$ cat src/design/stc_pkg.sv
// shared types, codes and helpers of the space-to-tab compressor
// no dependencies
package stc_pkg;

  localparam int MAX_TAB_WIDTH = 16;
  localparam int TW_BITS       = 5;   // width of the stop width register
  localparam int COL_BITS      = $clog2(MAX_TAB_WIDTH);  // column and held-space counters
  localparam int LEN_BITS      = 32;

  localparam logic [7:0] CH_SPACE = 8'h20;
  localparam logic [7:0] CH_TAB   = 8'h09;
  localparam logic [7:0] CH_NL    = 8'h0A;

  localparam logic [TW_BITS-1:0] STOP_WIDTH_RESET = TW_BITS'(8);

  typedef enum logic [0:0] {
    ST_IDLE,
    ST_EMIT
  } stc_state_t;

  // controller to datapath
  typedef struct packed {
    logic load;   // take the input item
    logic emit;   // move the next result into the output register
  } stc_cmd_t;

  // datapath to controller
  typedef struct packed {
    logic work_left;  // results of the current item still to send
    logic final_one;  // the next result is the last of the item
    logic out_free;   // output register can take a result this cycle
  } stc_status_t;

  // clamp the register value to 1..MAX_TAB_WIDTH
  function automatic logic [TW_BITS-1:0] eff_width(input logic [TW_BITS-1:0] tw);
    logic [TW_BITS-1:0] w;
    if (tw == '0) begin
      w = TW_BITS'(1);
    end else if (tw > TW_BITS'(MAX_TAB_WIDTH)) begin
      w = TW_BITS'(MAX_TAB_WIDTH);
    end else begin
      w = tw;
    end
    return w;
  endfunction

endpackage

$ cat src/design/stc_ctrl.sv
// controller state machine of the space-to-tab compressor
// depends on stc_pkg
module stc_ctrl import stc_pkg::*; (
  input  logic        clk,
  input  logic        rst_n,
  input  logic        in_valid,
  output logic        in_ready,
  input  stc_status_t status,
  output stc_cmd_t    cmd
);

  stc_state_t state_r, state_nxt;

  always_ff @(posedge clk) begin
    if (!rst_n) begin
      state_r <= ST_IDLE;
    end else begin
      state_r <= state_nxt;
    end
  end

  always_comb begin
    state_nxt = state_r;
    in_ready  = 1'b0;
    cmd       = '0;
    case (state_r)
      ST_IDLE: begin
        in_ready = 1'b1;
        if (in_valid) begin
          cmd.load  = 1'b1;
          state_nxt = ST_EMIT;
        end
      end
      ST_EMIT: begin
        if (!status.work_left) begin
          state_nxt = ST_IDLE;
        end else if (status.out_free) begin
          cmd.emit = 1'b1;
          if (status.final_one) begin
            state_nxt = ST_IDLE;
          end
        end
      end
      default: begin
        state_nxt = ST_IDLE;
      end
    endcase
  end

endmodule

$ cat src/design/stc_datapath.sv
// datapath of the space-to-tab compressor: column state, held spaces,
// result sequencing, length counter and output register; depends on stc_pkg
module stc_datapath import stc_pkg::*; (
  input  logic                clk,
  input  logic                rst_n,
  input  logic                cfg_we,
  input  logic [TW_BITS-1:0]  cfg_wdata,
  input  logic [7:0]          in_byte,
  input  logic                in_end_of_text,
  input  stc_cmd_t            cmd,
  output stc_status_t         status,
  output logic                out_valid,
  input  logic                out_ready,
  output logic [7:0]          out_byte,
  output logic                out_run_end,
  output logic                out_text_end,
  output logic [LEN_BITS-1:0] out_text_length
);

  logic [TW_BITS-1:0]  stop_width_r;
  logic [COL_BITS-1:0] col_r, col_nxt;
  logic [COL_BITS-1:0] pend_r, pend_nxt;
  logic [COL_BITS-1:0] flush_r, flush_nxt;
  logic                has_main_r, has_main_nxt;
  logic [7:0]          main_r, main_nxt;
  logic                last_r;
  logic [LEN_BITS-1:0] cnt_r;
  logic                out_valid_r;
  logic [7:0]          out_byte_r;
  logic                out_run_end_r;
  logic                out_text_end_r;
  logic [LEN_BITS-1:0] out_len_r;

  logic [TW_BITS-1:0]  w;
  logic [TW_BITS-1:0]  col_inc;
  logic [TW_BITS-1:0]  pend_inc;
  logic                stop_hit;
  logic [LEN_BITS-1:0] cnt_inc;
  logic                final_one;

  // plan of the item: held spaces to release, then an optional main byte
  always_comb begin
    w            = eff_width(stop_width_r);
    col_inc      = {1'b0, col_r} + TW_BITS'(1);
    pend_inc     = {1'b0, pend_r} + TW_BITS'(1);
    stop_hit     = col_inc >= w;
    col_nxt      = stop_hit ? '0 : col_inc[COL_BITS-1:0];
    pend_nxt     = '0;
    flush_nxt    = pend_r;
    has_main_nxt = 1'b1;
    main_nxt     = in_byte;
    if (in_byte == CH_SPACE) begin
      flush_nxt = '0;
      if (stop_hit) begin
        main_nxt = (pend_inc >= TW_BITS'(2)) ? CH_TAB : CH_SPACE;
      end else begin
        has_main_nxt = 1'b0;
        pend_nxt     = pend_inc[COL_BITS-1:0];
        if (in_end_of_text) begin
          flush_nxt = pend_inc[COL_BITS-1:0];
        end
      end
    end else if (in_byte == CH_TAB) begin
      flush_nxt = '0;
      col_nxt   = '0;
    end else if (in_byte == CH_NL) begin
      col_nxt = '0;
    end
    if (in_end_of_text) begin
      col_nxt  = '0;
      pend_nxt = '0;
    end
  end

  assign cnt_inc   = (cnt_r == '1) ? cnt_r : cnt_r + LEN_BITS'(1);
  assign final_one = (flush_r == '0) || ((flush_r == COL_BITS'(1)) && !has_main_r);

  assign status.work_left = (flush_r != '0) || has_main_r;
  assign status.final_one = final_one;
  assign status.out_free  = !out_valid_r || out_ready;

  always_ff @(posedge clk) begin
    if (!rst_n) begin
      stop_width_r <= STOP_WIDTH_RESET;
      col_r        <= '0;
      pend_r       <= '0;
      flush_r      <= '0;
      has_main_r   <= 1'b0;
      cnt_r        <= '0;
      out_valid_r  <= 1'b0;
    end else begin
      if (cfg_we) begin
        stop_width_r <= cfg_wdata;
      end
      if (cmd.load) begin
        col_r      <= col_nxt;
        pend_r     <= pend_nxt;
        flush_r    <= flush_nxt;
        has_main_r <= has_main_nxt;
      end else if (cmd.emit) begin
        if (flush_r != '0) begin
          flush_r <= flush_r - COL_BITS'(1);
        end else begin
          has_main_r <= 1'b0;
        end
      end
      if (cmd.emit) begin
        cnt_r <= (final_one && last_r) ? '0 : cnt_inc;
      end
      if (cmd.emit) begin
        out_valid_r <= 1'b1;
      end else if (out_ready) begin
        out_valid_r <= 1'b0;
      end
    end
  end

  // payload registers
  always_ff @(posedge clk) begin
    if (cmd.load) begin
      main_r <= main_nxt;
      last_r <= in_end_of_text;
    end
    if (cmd.emit) begin
      out_byte_r     <= (flush_r != '0) ? CH_SPACE : main_r;
      out_run_end_r  <= final_one;
      out_text_end_r <= final_one && last_r;
      out_len_r      <= (final_one && last_r) ? cnt_inc : '0;
    end
  end

  assign out_valid       = out_valid_r;
  assign out_byte        = out_byte_r;
  assign out_run_end     = out_run_end_r;
  assign out_text_end    = out_text_end_r;
  assign out_text_length = out_len_r;

endmodule

$ cat src/design/space_to_tab_compressor.sv
// top level of the space-to-tab compressor: controller plus datapath
// depends on stc_pkg, stc_ctrl, stc_datapath
//
//   channel  handshake              payload
//   in       in_valid / in_ready    in_byte[7:0], in_end_of_text
//   out      out_valid / out_ready  out_byte[7:0], out_run_end, out_text_end,
//                                   out_text_length[31:0]
//   cfg      cfg_we                 cfg_wdata[4:0] (tab width)
//
// an item is accepted in the idle state, then its n results (0..16) go out one
// per cycle, unless the output stalls, through the single output register; an
// item with no results still passes through the emit state
// a stalled output holds the emit sequence; the next item is accepted while
// the final result waits in the output register
// reset is synchronous, active low: tab width 8, column, held spaces and
// length counter cleared
module space_to_tab_compressor import stc_pkg::*; (
  input  logic                clk,
  input  logic                rst_n,
  input  logic                cfg_we,
  input  logic [TW_BITS-1:0]  cfg_wdata,
  input  logic                in_valid,
  output logic                in_ready,
  input  logic [7:0]          in_byte,
  input  logic                in_end_of_text,
  output logic                out_valid,
  input  logic                out_ready,
  output logic [7:0]          out_byte,
  output logic                out_run_end,
  output logic                out_text_end,
  output logic [LEN_BITS-1:0] out_text_length
);

  stc_cmd_t    cmd;
  stc_status_t status;

  // sequencing: idle takes an item, emit walks its results
  stc_ctrl u_ctrl (
    .clk      (clk),
    .rst_n    (rst_n),
    .in_valid (in_valid),
    .in_ready (in_ready),
    .status   (status),
    .cmd      (cmd)
  );

  // tab-stop tracking, held spaces, length count and output register
  stc_datapath u_dp (
    .clk             (clk),
    .rst_n           (rst_n),
    .cfg_we          (cfg_we),
    .cfg_wdata       (cfg_wdata),
    .in_byte         (in_byte),
    .in_end_of_text  (in_end_of_text),
    .cmd             (cmd),
    .status          (status),
    .out_valid       (out_valid),
    .out_ready       (out_ready),
    .out_byte        (out_byte),
    .out_run_end     (out_run_end),
    .out_text_end    (out_text_end),
    .out_text_length (out_text_length)
  );

endmodule

$ cat config.mk
export PLATFORM = sky130hd
export DESIGN_NAME = space_to_tab_compressor
export DESIGN_NICKNAME = d
export VERILOG_FILES = /design/src/design/stc_pkg.sv /design/src/design/stc_ctrl.sv /design/src/design/stc_datapath.sv /design/src/design/space_to_tab_compressor.sv
export SDC_FILE = /design/constraint.sdc
export NUM_CORES = 1
export LEC_CHECK = 0
export CAP_MARGIN = 0
export CORE_MARGIN = 8
export CORE_UTILIZATION = 45
export DETAILED_ROUTE_END_ITERATION = 7
export DONT_BUFFER_PORTS = 1
export HOLD_SLACK_MARGIN = 0.06
export REMOVE_ABC_BUFFERS = 1
export SYNTH_ARGS = -nofsm -noshare
export SYNTH_HDL_FRONTEND = slang
export SYNTH_SLANG_ARGS = --single-unit
$ cat constraint.sdc
create_clock -name clk -period 4.25 [get_ports clk]
set_input_delay 0.6375 -clock clk [delete_from_list [all_inputs] [get_ports clk]]
set_output_delay 0.6375 -clock clk [all_outputs]
set_load 0.01 [all_outputs]
# Word level (Yosys, flattened, before mapping)
# Cells that the tools add are included.
[word_totals] regBits=103 latch_bits=0 ram_bits=0 romBits=0 input_bits=19 wordCells=82 n_memories=0
[classes] addsub=4 n_mul=0 n_div=0 order_cmp=3 eq_ne=6 shift=0 mux=39 bitwise=1 n_reduce_logical=15
[ops] cell="32-bit 2-to-1 mux" count=2
[ops] cell="4-bit 2-to-1 mux" count=15
[ops] cell="32-bit by 1-bit adder with 32-bit output, second input constant" count=1
[ops] cell="32-bit equality test, second input constant" count=1
[ops] cell="8-bit by 4-bit equality test with 1-bit output, second input constant" count=2
[ops] cell="1-bit 2-to-1 mux" count=16
[ops] cell="8-bit 2-to-1 mux" count=2
[ops] cell="4-bit by 1-bit adder with 5-bit output, second input constant" count=2
[ops] cell="5-bit 2-to-1 mux" count=2
[ops] cell="8-bit by 6-bit equality test with 1-bit output, second input constant" count=1
[ops] cell="6-bit 2-to-1 mux" count=1
[ops] cell="2-bit nonzero test" count=3
[ops] cell="5-bit by 2-bit greater-or-equal comparator with 1-bit output, second input constant" count=1
[ops] cell="5-bit greater-or-equal comparator" count=1
[ops] cell="5-bit greater-than comparator, second input constant" count=1
[ops] cell="5-bit zero test" count=1
[ops] cell="4-bit by 1-bit equality test with 1-bit output, second input constant" count=1
[ops] cell="4-bit zero test" count=1
[ops] cell="2-bit AND reduction" count=2
[ops] cell="4-bit nonzero test" count=1
[ops] cell="4-bit by 1-bit subtractor with 4-bit output, second input constant" count=1
[ops] cell="1-bit logical OR" count=3
[ops] cell="1-bit logical AND" count=2
[ops] cell="1-bit zero test" count=2
[ops] cell="3 further kinds" count=3

# Depth between registers and ports, before layout
[logic_depth] word_depth=9 mapped_depth=10 depth_no_buf=9

# By module
# A second synthesis with hierarchy kept.
[unflattened] cells_unflattened=557 area_unflattened_um2=5372.7
[by_module_without_submodules] mod="stc_datapath" n_inst=1 cells_per_inst=550 area_each_um2=5320.1 seq_area_each_um2=2552.4
[by_module_without_submodules] mod="stc_ctrl" n_inst=1 cells_per_inst=7 area_each_um2=52.6 seq_area_each_um2=20.0

# Worst setup path before layout
# No wires, ideal clock.
[synth_path] path_kind="flip-flop to flip-flop" startpoint="register u_dp.flush_r[0]" endpoint="register u_dp.cnt_r[15]" setup_ns=0.115 arrival_time_ns=3.366 t_required_ns=4.135 slack_ns=0.769 path_stages_with_launch=10 path_cell_list="dfxtp_1 -> inv_1 -> ha_1 -> or3b_2 -> o211ai_1 -> clkinv_1 -> nand3_1 -> clkbuf_1 -> o21ai_0 -> a21bo_2"
[synth_rtl] item="start: declaration" line="stc_datapath.sv:23" text="logic [COL_BITS-1:0] flush_r, flush_nxt;"
[synth_rtl] item="start signal: assignment" line="stc_datapath.sv:98" text="flush_r <= flush_nxt;"
[synth_rtl] item="start signal: assignment" line="stc_datapath.sv:102" text="flush_r <= flush_r - COL_BITS'(1);"
[synth_rtl] item="end signal: assignment" line="stc_datapath.sv:108" text="cnt_r <= (final_one && last_r) ? '0 : cnt_inc;"
[synth_rtl] item="end: declaration" line="stc_datapath.sv:27" text="logic [LEN_BITS-1:0] cnt_r;"

==> flow_summary.yaml <==
status:
  status: "finished, final reports clean"
sta:
  worstMarginPinSlew_ns: 1.040
  rsz0062_at_grt: "false"
  hold_viol: 0
  slew_headroom: 0.3056
  fin_worst_skew_ns: 0.008038
  slew_violations: 0
  max_freq_mhz: 293.7
  post-route-period-util: 0.8012
  layout_min_cycle_time_ns: 3.405
  setup_tns_ns: 0
  finalSetupViolations: 0
detailed_routing:
  final_antenna_net_count: 0
  top_layer: "met4"
  drt-total-wl_um: 11590
  drc_errors: 0
  first_iter_violations: 310
  vias: 4028
  avgViaCountPerCell: 5.959
  wirelength_met1_um: 5137
  dr.pass1.iters: 4
  post_drt_wl_per_cell_um: 17.14
  wl_met2_um: 5844
  dr_wl_met3_um: 422
synth:
  yosysMostFrequentCell: "dfxtp_1"
  netlist.area_leader.share: 0.2948
  yosysTopAreaCell: "edfxtp_1"
  seq_area_frac_synth: 0.4952
  synthArstFlopShare: 0
  synth_edf_count: 51
  synthXorXnorAreaFrac: 0.04215
  synthSimpleGateAreaFrac: 0.2242
  synth_common_cells: "dfxtp_1 (52), edfxtp_1 (51), nand2_1 (48)"
  synth_area_sq_mm: 0.005195
  synth_area_leaders: "edfxtp_1 (29%), dfxtp_1 (20%), a21oi_1 (4.0%), xnor2_1 (3.5%), nand2_1 (3.5%)"
  synth.ff_latch_count: 103
  synth_flop_cell: "dfxtp_1"
  postSynthAreaPerCell_sq_um: 9.515
  synth_adder_area_share: 0.02649
  synth_compound_area_frac: 0.1618
  syn_inst: 546
  yosysUniqueCellTypes: 53
  ys_warn_count: 0
  synth_top_family_by_area: "simple AND/OR/NAND/NOR gates"
  synth.area.mux_share: 0.009634
final_layout:
  final_area_sq_mm: 0.005625
  num-fill-cells: 1053
  drive_above_1_share: 0.06567
  n_antenna_cell: 0
  syn2layout_area_growth_pct: 8.285
  nNetsFinal: 558
  final_cells: 676
grt:
  grt_pass1_wl_um: 19600
  grt_max_degree: 44
  track_usage: 0.1613
  grt_pass1_vias: 3893
  antenna_found_initial: 0
  grt-ovfl-total: 0
clocking:
  numCtsBuffers: 9
  tritoncts: "done"
  cts_root_buf: "clkbuf_16"
  cts_hold_buf: 0
  clock_path_buffers: 2
  htree_levels: 3
  postCtsSetupRepairBufs: 0
  ctsResizeCount: 0
  clkLatencyLatePin_ns: 0.35
  cts_sinks: 103
  path_clk_slew_ns: 0.07
placed_design:
  gp_congestion: 0.8464
  portBuffers: 0
  dp_cells: 660
  dpl.hpwl_um: 8068
  place_area_sq_mm: 0.005281
floorplanning:
  die_x_um: 123.4
  row_count: 39
  dieArea_sq_mm: 0.01524
  coreArea_sq_mm: 0.01132
  die_y_um: 123.4
  top_level_ports: 63
  start_util: 0.4589
job:
  timing.max_cap.violations: 0
setup_path:
  critical_path_class: "flop to flop"
  timing.rr.start: "u_dp.flush_r[0]"
  reg2reg_slack_ns: 0.84
  r2r_cells: 9
  worstPathArrival_ns: 3.65
  critPathMaxFanout: 18
  worstSetupStartpoint: "u_dp.flush_r[0]"
  crit_end: "u_dp.cnt_r[15]"
  startpoint_type: "flop"
  endpoint_kind: "flop"
  timing.rr.end: "u_dp.cnt_r[15]"
  required_ns: 4.49
power:
  powerDensity_mw_per_mm2: 393.5
  leakage_nw: 1.836
  irDropWorstVdd_mv: 0.2357
  power_mw: 2.214
min_path:
  min_path_type: "input pin to flop"
[power breakdown]
| group | internal, mW | switching [mW] |
|---|---|---|
| clock network | 0.576 | 0.376 |
| registers | 1.08 | 0.0275 |
| logic | 0.0457 | 0.107 |
| total | 1.70 | 0.510 |
[registers in the layout (all words and copies together) (netlist names)]
| signal | flops |
|---|---|
| u_dp.out_run_end | 1 |
| u_dp.pend_r | 4 |
| u_dp.main_r | 8 |
| u_dp.flush_r | 4 |
| u_dp.last_r | 1 |
| u_dp.out_byte | 8 |
| u_dp.out_valid | 1 |
| u_dp.out_text_length | 32 |
| u_dp.cnt_r | 32 |
| u_dp.out_text_end | 1 |
| u_dp.col_r | 4 |
| u_dp.stop_width_r | 5 |
| u_dp.has_main_r | 1 |
| u_ctrl.state_r | 1 |
[critical path, cell delays in order (launching register included)]
cell and delay [ns]:
dfxtp_1 0.33, inv_1 0.09, ha_1 0.35, or3b_2 0.52, o211ai_1 0.17, buf_4 0.22, clkinv_1 0.51, nand3_1 0.68
o21ai_0 0.18, a21bo_2 0.24
[worst min-delay path by stage]
stage,startpoint,end,slack [ns],depth (start not counted)
2_1_floorplan,u_dp.stop_width_r[0],u_dp.stop_width_r[0],0.46,2
3_3_place_gp,u_dp.cnt_r[9],u_dp.cnt_r[9],0.48,1
3_5_place_dp,u_dp.pend_r[3],u_dp.pend_r[3],0.50,2
4_1_cts,rst_n,u_dp.stop_width_r[3],0.35,1
5_1_grt,rst_n,u_dp.stop_width_r[3],0.35,1
6_report,rst_n,u_dp.stop_width_r[3],0.36,1
[cells in the final DEF, fill, tap and decap left out, types with 4 or more instances in the layout]
master / instances
a2111oi_0: 7
a211o_1: 4
a211oi_1: 6
a21oi_1: 42
a221oi_1: 4
a31oi_1: 12
and2_1: 6
and3_1: 9
and4_1: 6
buf_4: 6
clkbuf_16: 9
dfxtp_1: 52
edfxtp_1: 51
ha_1: 11
inv_1: 17
mux2i_1: 5
nand2_1: 48
nand2b_1: 8
nand3_1: 28
nand4_1: 11
nor2_1: 39
nor2b_1: 4
nor3_1: 8
o211ai_1: 13
o21ai_0: 24
or2_2: 7
or3_1: 14
or4_1: 15
xnor2_1: 21
xor2_1: 4
[routing by layer]
metal | up-vias | global-route usage
met2 | 82 | 0.2771
met1 | 1937 | 0.1923
met4 | 0 | 0.05944
met5 | - | 0
li1 | 1993 | -
met3 | 16 | 0.03881
[area by class of cell]
| cell class | instances | area [sq um] | share of cell area |
|---|---|---|---|
| Clock inverter | 7 | 118.9 | 0.02113 |
| Timing Repair Buffer | 6 | 45.04 | 0.008007 |
| Inverter | 18 | 67.56 | 0.01201 |
| Sequential cell | 103 | 2572 | 0.4573 |
| Tap cell | 143 | 178.9 | 0.03181 |
| Clock buffer | 9 | 225.2 | 0.04004 |
| Multi-Input combinational cell | 390 | 2417 | 0.4297 |
[through the flow]
| stage | hold WS [ns] | util | worst slack (ns) |
|---|---|---|---|
| 4_1_cts | 0.3496 | 0.4969 | 0.7697 |
| 5_1_grt | 0.3469 | 0.4969 | 0.5125 |
| 6_report | 0.3572 | 0.4969 | 0.8447 |
| 2_1_floorplan | 0.4611 | - | -0.1236 |
| 3_5_place_dp | 0.4974 | 0.4665 | 0.7936 |
| 3_3_place_gp | 0.4804 | 0.4665 | 0.9515 |
[logic make-up (layout without fill, tap and decap cells)]
| kind of cell | Yosys count | count (layout) |
|---|---|---|
| xor gates and xnor gates | 25 | 25 |
| and+or+nand+nor | 218 | 218 |
| AOI/OAI and AO/OA | 131 | 131 |
| adders and majority gates | 11 | 11 |
| DFF | 103 | 103 |
| buffers and inverters | 53 | 40 |
| muxes | 5 | 5 |
Note: power is estimated with default switching activity, not from simulation.
